### src/design/gcd_pkg.sv
// Package for the genome compatibility distance block.
// Holds the sizes, command codes and item types; no dependencies.
package gcd_pkg;

    localparam int MAX_GENES = 256;
    localparam int ADDR_W    = $clog2(MAX_GENES);
    localparam int CNT_W     = ADDR_W + 1;
    localparam int INN_W     = 16;
    localparam int WT_W      = 24;
    localparam int SUM_W     = WT_W + 1 + CNT_W - 1;
    localparam int DIVD_W    = 16 + SUM_W - 8;
    localparam int DIVS_W    = CNT_W;
    localparam int DCNT_W    = $clog2(DIVD_W + 1);

    localparam logic [1:0] CMD_LOAD_A  = 2'd0;
    localparam logic [1:0] CMD_LOAD_B  = 2'd1;
    localparam logic [1:0] CMD_COMPUTE = 2'd2;
    localparam logic [1:0] CMD_UNUSED  = 2'd3;

    localparam logic [1:0] REG_COEF_DISJOINT = 2'd0;
    localparam logic [1:0] REG_COEF_EXCESS   = 2'd1;
    localparam logic [1:0] REG_COEF_WEIGHT   = 2'd2;
    localparam logic [1:0] REG_SMALL_LIMIT   = 2'd3;

    localparam logic [1:0] TERM_DISJOINT = 2'd0;
    localparam logic [1:0] TERM_EXCESS   = 2'd1;
    localparam logic [1:0] TERM_WEIGHT   = 2'd2;

    typedef struct packed {
        logic [1:0]              cmd;
        logic [INN_W-1:0]        innovation;
        logic signed [WT_W-1:0]  gene_weight;
    } in_t;

    typedef struct packed {
        logic [31:0] distance_value;
        logic [8:0]  matching_count;
        logic [9:0]  disjoint_count;
        logic [8:0]  excess_count;
        logic        overflow_flag;
    } out_t;

    typedef struct packed {
        logic       load_a;
        logic       load_b;
        logic       top_rd;
        logic       top_cmp;
        logic       walk_cmp;
        logic       mul;
        logic       div_start;
        logic       div_step;
        logic       div_store;
        logic [1:0] term_sel;
        logic       finish;
    } dp_cmd_t;

    typedef struct packed {
        logic walk_done;
        logic div_done;
    } dp_status_t;

endpackage

### src/design/gcd_ctrl.sv
// Controller state machine of the genome compatibility distance block.
// Depends on gcd_pkg for the command and status types.
module gcd_ctrl (
    input  logic               clk,
    input  logic               rst_n,
    input  logic               start,
    input  logic [1:0]         cmd,
    input  gcd_pkg::dp_status_t status,
    output gcd_pkg::dp_cmd_t   dp_cmd,
    output logic               busy
);
    import gcd_pkg::*;

    typedef enum logic [3:0] {
        S_IDLE, S_TOP_RD, S_TOP_CMP, S_WALK_RD, S_WALK_CMP, S_MUL,
        S_DIV_START, S_DIV_RUN, S_DIV_STORE, S_DONE
    } state_t;

    state_t     state_reg, state_next;
    logic [1:0] term_reg, term_next;

    always_comb
    begin
        state_next = state_reg;
        term_next  = term_reg;
        dp_cmd     = '0;
        dp_cmd.term_sel = term_reg;
        unique case (state_reg)
            S_IDLE:
            begin
                if (start)
                begin
                    dp_cmd.load_a = (cmd == CMD_LOAD_A);
                    dp_cmd.load_b = (cmd == CMD_LOAD_B);
                    if (cmd == CMD_COMPUTE)
                        state_next = S_TOP_RD;
                end
            end
            S_TOP_RD:
            begin
                dp_cmd.top_rd = 1'b1;
                state_next = S_TOP_CMP;
            end
            S_TOP_CMP:
            begin
                dp_cmd.top_cmp = 1'b1;
                state_next = S_WALK_RD;
            end
            S_WALK_RD:
                state_next = status.walk_done ? S_MUL : S_WALK_CMP;
            S_WALK_CMP:
            begin
                dp_cmd.walk_cmp = 1'b1;
                state_next = S_WALK_RD;
            end
            S_MUL:
            begin
                dp_cmd.mul = 1'b1;
                term_next  = TERM_DISJOINT;
                state_next = S_DIV_START;
            end
            S_DIV_START:
            begin
                dp_cmd.div_start = 1'b1;
                state_next = S_DIV_RUN;
            end
            S_DIV_RUN:
            begin
                if (status.div_done)
                    state_next = S_DIV_STORE;
                else
                    dp_cmd.div_step = 1'b1;
            end
            S_DIV_STORE:
            begin
                dp_cmd.div_store = 1'b1;
                if (term_reg == TERM_WEIGHT)
                    state_next = S_DONE;
                else
                begin
                    term_next  = term_reg + 2'd1;
                    state_next = S_DIV_START;
                end
            end
            S_DONE:
            begin
                dp_cmd.finish = 1'b1;
                state_next = S_IDLE;
            end
            default: state_next = S_IDLE;
        endcase
    end

    always_ff @(posedge clk or negedge rst_n)
    begin
        if (!rst_n)
        begin
            state_reg <= S_IDLE;
            term_reg  <= TERM_DISJOINT;
        end
        else
        begin
            state_reg <= state_next;
            term_reg  <= term_next;
        end
    end

    assign busy = (state_reg != S_IDLE);

endmodule

### config.mk
export PLATFORM = sky130hd
export DESIGN_NAME = gcd_ctrl
export DESIGN_NICKNAME = d
export VERILOG_FILES = /design/src/design/gcd_pkg.sv /design/src/design/gcd_ctrl.sv
export SDC_FILE = /design/constraint.sdc
export NUM_CORES = 1
export LEC_CHECK = 0
export ABC_AREA = 1
export BUFFER_PORTS_ARGS = -buffer_cell sky130_fd_sc_hd__buf_2
export CORE_AREA = 2 2 39 41
export DETAILED_ROUTE_END_ITERATION = 10
export DIE_AREA = 0 0 41 43
export GPL_ROUTABILITY_DRIVEN = 0
export GPL_TIMING_DRIVEN = 0
export SYNTH_ARGS = -nofsm -noshare
export SYNTH_HDL_FRONTEND = slang
export SYNTH_SLANG_ARGS = --single-unit
### constraint.sdc
create_clock -name clk -period 2.1 [get_ports clk]
set_clock_uncertainty 0.2 [all_clocks]
set_input_delay 0.315 -clock clk [delete_from_list [all_inputs] [get_ports clk]]
set_output_delay 0.315 -clock clk [all_outputs]
set_load 0.05 [all_outputs]
==> results.sh, run 1 <==
export IMPL_layout_drive_gt1_share=0.326
export IMPL_cts_htree_levels=1
export IMPL_initialDrtViolationCount=14
export IMPL_grt_pass1_wl_um=1560
export IMPL_core_area_um2=1380
export IMPL_post_cts_setup_buffers=0
export IMPL_cts_buffers=3
export IMPL_final_cells=111
export IMPL_cts_tree="built"
export IMPL_rsz0062_at_grt="false"
export IMPL_avgViaCountPerCell=4.56
export IMPL_die_h_um=43
export IMPL_diodes=0
export IMPL_hold_viol=0
export IMPL_setup_violations_final=0
export IMPL_layout_commonest_cell="nand2_1"
export IMPL_drt_pass1_iter_count=4
export IMPL_worstSetupEndpointType="output pin"
export IMPL_whs_ns=0.180
export IMPL_critPathLaunchType="flip-flop"
export IMPL_min_period_over_period=0.943
export IMPL_portBuffers=19
export IMPL_fillCellCount=145
export IMPL_ant_nets=0
export IMPL_synth_area_um2=440
export IMPL_fin_nets=105
export IMPL_area_growth_pct=39.8
export IMPL_yosysTopAreaCell="dfrtp_1"
export IMPL_clk_latency_ns=0.24
export IMPL_cts_num_sinks=6
export IMPL_critPathKind="flip-flop to output pin"
export IMPL_hpwlAfterDp_um=812
export IMPL_synth_top_area_share=0.341
export IMPL_dieArea_um2=1760
export IMPL_largest_register_ffs=4
export IMPL_layout_common_cells="nand2_1, buf_2, inv_1"
export IMPL_cp_required_ns=1.58
export IMPL_synth_cells=72
export IMPL_worstMarginPinSlew_ns=0.265
export IMPL_routedWlPerCell_um=8.49
export IMPL_fmax_mhz=505
export IMPL_yosysWarningCount=0
export IMPL_rows=14
export IMPL_ys_seq_area_frac=0.341
export IMPL_finalMaxSlewViolations=0
export IMPL_cellLeakagePower_uw=0.000407
export IMPL_wl_um=942
export IMPL_grt_overflow=0
export IMPL_finalWorstSetupSlack_ns=0.119
export IMPL_root_buffer="clkbuf_4"
export IMPL_grt_max_degree=7
export IMPL_crit_arrival_ns=1.47
export IMPL_die_w_um=41
export IMPL_synth_seq_cells=6
export IMPL_grt_pass1_vias=416
export IMPL_hold_class="input pin to flip-flop"
export IMPL_crit_fanout=5
export IMPL_avgSynthCellArea_um2=6.12
export IMPL_power_uw=833
export IMPL_clockBufferDepth=2
export IMPL_path_clk_slew_ns=0.04
export IMPL_initial_core_util=0.318
export IMPL_synthTopCellsByArea="dfrtp_1, nand2_1, inv_1"
export IMPL_preCtsSetupSlack_ns=0.256
export IMPL_max_cap_violations=0
export IMPL_route_vias_total=506
export IMPL_place_inst=107
export IMPL_syn_nets=80
export IMPL_slew_headroom=0.823
export IMPL_status="completed"
export IMPL_synth_cell_type_count=13
export IMPL_grt_usage=0.134
export IMPL_finalCriticalPeriod_ns=1.98
export IMPL_fin_setup_tns_ns=0
export IMPL_drc=0
export IMPL_ir_worst_vdd_uv=523
export IMPL_power_density_nw_per_um2=1350
export IMPL_io_pins=20
export IMPL_antenna_found_initial=0
## synth_stat cells, drive strengths merged
library cell and instances:
ha 1, inv 15, and2 1, nor3 3, dfrtp 6, nand3 7
nand2 23, nor3b 1, nor2 14, o2bb2ai 1
## final timing paths
kind                            slack [ns]          from  cells after the start            to
worst min register to register        0.35   term_reg[1]                      2   term_reg[1]
worst max register to register        0.66  state_reg[2]                      5  state_reg[3]
min in group asynchronous             0.22         rst_n                      2  state_reg[3]
worst min-delay path                  0.18     status[0]                      4  state_reg[0]
worst max-delay path                  0.12  state_reg[2]                      4    dp_cmd[11]
max in group asynchronous             1.34         rst_n                      2  state_reg[0]
## metal layers
| layer | track usage | wire length [um] |
|---|---|---|
| met1 | 0.179 | 441 |
| met2 | 0.178 | 417 |
| met3 | 0.0314 | 65 |
| met4 | 0.100 | 17 |
| met5 | 0 | 0 |
## kinds of logic after synthesis
family / count (synthesis) / share of synthesized area
AOI/OAI and AO/OA: 1 / 0.0199
adders and majority gates: 1 / 0.0284
buffers and inverters: 15 / 0.128
DFF: 6 / 0.341
and+or+nand+nor: 49 / 0.483
## through the flow
stage / cell area, um^2 / utilization
6_report: 616 / 0.445
2_1_floorplan: 463 / -
4_1_cts: 613 / 0.443
5_1_grt: 616 / 0.445
3_5_place_dp: 578 / 0.418
3_3_place_gp: 578 / 0.418
## repair_timing
item / CTS / global route
hold buffers: 1 / 0
resized for setup: 1 / 1
endpoints found under the setup margin: 1 / 2
endpoints found under the hold margin: 6 / 0
## worst max-delay path, cell delays in order, from the launching register on
cell and delay, ns:
dfrtp_1 0.42, nor2_1 0.26, nand2_2 0.16, nor3_4 0.12, buf_2 0.27
## power breakdown
part | switching, uW | total [uW] | internal (uW)
sequential | 35.7 | 187 | 151
clock | 37.8 | 102 | 64.4
combinational | 410 | 544 | 134
total | 484 | 833 | 349
## cell type report
cell class,instances,area (um^2),area share
Multi-Input combinational cell,51,259,0.421
Sequential cell,6,150,0.244
Timing Repair Buffer,20,108,0.175
Inverter,15,56.3,0.0915
Clock buffer,3,22.5,0.0366
Tap cell,16,20.0,0.0325
No activity file was read; power rests on OpenSTA's default activity.
==> run 2, diff against run 1 <==
--- a/config.mk
+++ b/config.mk
@@ -8,6 +8,7 @@
 export ABC_AREA = 1
 export BUFFER_PORTS_ARGS = -buffer_cell sky130_fd_sc_hd__buf_2
 export CORE_AREA = 2 2 39 41
+export CTS_BUF_LIST = sky130_fd_sc_hd__clkbuf_16
 export DETAILED_ROUTE_END_ITERATION = 10
 export DIE_AREA = 0 0 41 43
 export GPL_ROUTABILITY_DRIVEN = 0
==> run 2 against run 1 <==
Final area increased by 8.5%. Combinational power is essentially flat. Global-route usage decreased by 0.38 points. Hold slack improved by 0.022 ns. Non-clock buffer count unchanged. Flip-flop and latch count unchanged. Sequential power is essentially flat. Total power is 24% higher. First-iteration DRC count increased by 36%. Highest routed layer unchanged.
==> results.sh, run 2 (synthesis gave the netlist of run 1 again) <==
export IMPL_critPathLaunchType="flip-flop"
export IMPL_cts_htree_levels=1
export IMPL_avgViaCountPerCell=4.41
export IMPL_cts_tree="built"
export IMPL_cts_buffers=3
export IMPL_finalCriticalPeriod_ns=1.99
export IMPL_layout_drive_gt1_share=0.337
export IMPL_crit_fanout=5
export IMPL_path_clk_slew_ns=0.03
export IMPL_slew_headroom=0.836
export IMPL_die_h_um=43
export IMPL_preCtsSetupSlack_ns=0.256
export IMPL_worstMarginPinSlew_ns=0.245
export IMPL_hpwlAfterDp_um=812
export IMPL_ir_worst_vdd_uv=846
export IMPL_grt_pass1_wl_um=1540
export IMPL_antenna_found_initial=0
export IMPL_die_w_um=41
export IMPL_rsz0062_at_grt="false"
export IMPL_power_density_nw_per_um2=1550
export IMPL_portBuffers=19
export IMPL_diodes=0
export IMPL_final_cells=111
export IMPL_status="completed"
export IMPL_dieArea_um2=1760
export IMPL_clk_latency_ns=0.23
export IMPL_area_growth_pct=51.7
export IMPL_post_cts_setup_buffers=0
export IMPL_max_cap_violations=0
export IMPL_finalMaxSlewViolations=0
export IMPL_fin_nets=105
export IMPL_cp_required_ns=1.58
export IMPL_hold_class="input pin to flip-flop"
export IMPL_rows=14
export IMPL_hold_viol=0
export IMPL_fin_setup_tns_ns=0
export IMPL_initial_core_util=0.318
export IMPL_grt_overflow=0
export IMPL_drc=0
export IMPL_crit_family="simple AND/OR/NAND/NOR gates"
export IMPL_path_cells="nor2_2 -> nand2_2 -> nor3b_4 -> buf_2"
export IMPL_drt_pass1_iter_count=4
export IMPL_crit_arrival_ns=1.48
export IMPL_fmax_mhz=502
export IMPL_grt_pass1_vias=401
export IMPL_io_pins=20
export IMPL_finalWorstSetupSlack_ns=0.107
export IMPL_fin_area_um2=668
export IMPL_initialDrtViolationCount=19
export IMPL_cellLeakagePower_uw=0.000431
export IMPL_min_period_over_period=0.949
export IMPL_place_inst=107
export IMPL_routedWlPerCell_um=8.58
export IMPL_root_buffer="clkbuf_16"
export IMPL_dpl_instance_area_um2=578
export IMPL_grt_max_degree=7
export IMPL_wl_um=952
export IMPL_ant_nets=0
export IMPL_route_vias_total=489
export IMPL_cts_num_sinks=6
export IMPL_core_area_um2=1380
export IMPL_crit_path_top_delay_cell="dfrtp_1"
export IMPL_setup_violations_final=0
export IMPL_critPathKind="flip-flop to output pin"
export IMPL_layout_common_cells="nand2_1, buf_2, inv_1"
export IMPL_critPathMaxStageDelay_ns=0.42
export IMPL_clockBufferDepth=2
export IMPL_cp_num_buf_inv=1
export IMPL_layout_commonest_cell="nand2_1"
export IMPL_largest_register_ffs=4
export IMPL_grt_usage=0.130
export IMPL_worstSetupEndpointType="output pin"
-- run 2: cell count changes in the layout (fill, tap and decap cells not counted) --
cell and delta:
buf_4 -1, buf_2 +1, nor2_2 +1, clkbuf_4 -3, clkbuf_16 +3, nor2_1 -1
-- run 2: metal layers --
| metal | routed length, um | up-vias | global-route usage |
|---|---|---|---|
| met4 | 23 | 0 | 0.0800 |
| met5 | 0 | - | 0 |
| li1 | - | 265 | - |
| met2 | 417 | 14 | 0.184 |
| met3 | 48 | 2 | 0.0157 |
| met1 | 463 | 208 | 0.181 |
-- run 2: worst paths after layout --
kind                                    from      endpoint  slack (ns)  cells after the start
worst max register to register  state_reg[0]  state_reg[3]        0.68                      5
worst min-delay path               status[0]  state_reg[0]        0.20                      4
min in group asynchronous              rst_n  state_reg[2]        0.24                      2
worst min register to register   term_reg[1]   term_reg[1]        0.35                      2
max in group asynchronous              rst_n  state_reg[0]        1.32                      2
worst max-delay path            state_reg[0]    dp_cmd[10]        0.11                      4
-- run 2: worst register-to-register path: stages (launching register included) --
cell     delay [ns]
dfrtp_1        0.42
nor2_2         0.23
nand2_2        0.15
nor2_1         0.12
nor2_1         0.06
and2_1         0.13
-- run 2: timing repair --
item	4_1_cts	5_1_grt
endpoints found under the hold margin	6	0
gates resized for setup	0	2
hold buffers	1	0
endpoints found under the setup margin	0	2
-- run 2: layout make-up --
cell class	count	area, um^2
fillers	140	716
flip-flops and latches	6	150
clock buffers	3	75.1
multi-input cells	51	262
well taps	16	20.0
inverters	15	56.3
repair buffers	20	105
-- run 2: per-stage QoR --
step	hold slack (ns)	utilization	total power [uW]
floorplan	-0.181	-	614
finish	0.202	0.483	1040
global route	0.244	0.483	1110
global placement	-0.0612	0.418	723
CTS	0.203	0.479	1040
detailed placement	-0.0585	0.418	726
-- run 2: power by group --
| part | total, uW | switching [uW] | internal [uW] | leakage, uW |
|---|---|---|---|---|
| Combinational | 546 | 411 | 135 | 0.000315 |
| Sequential | 189 | 37.9 | 151 | 0.0000788 |
| Clock | 301 | 57.5 | 244 | 0.0000370 |
| Total | 1040 | 506 | 530 | 0.000431 |
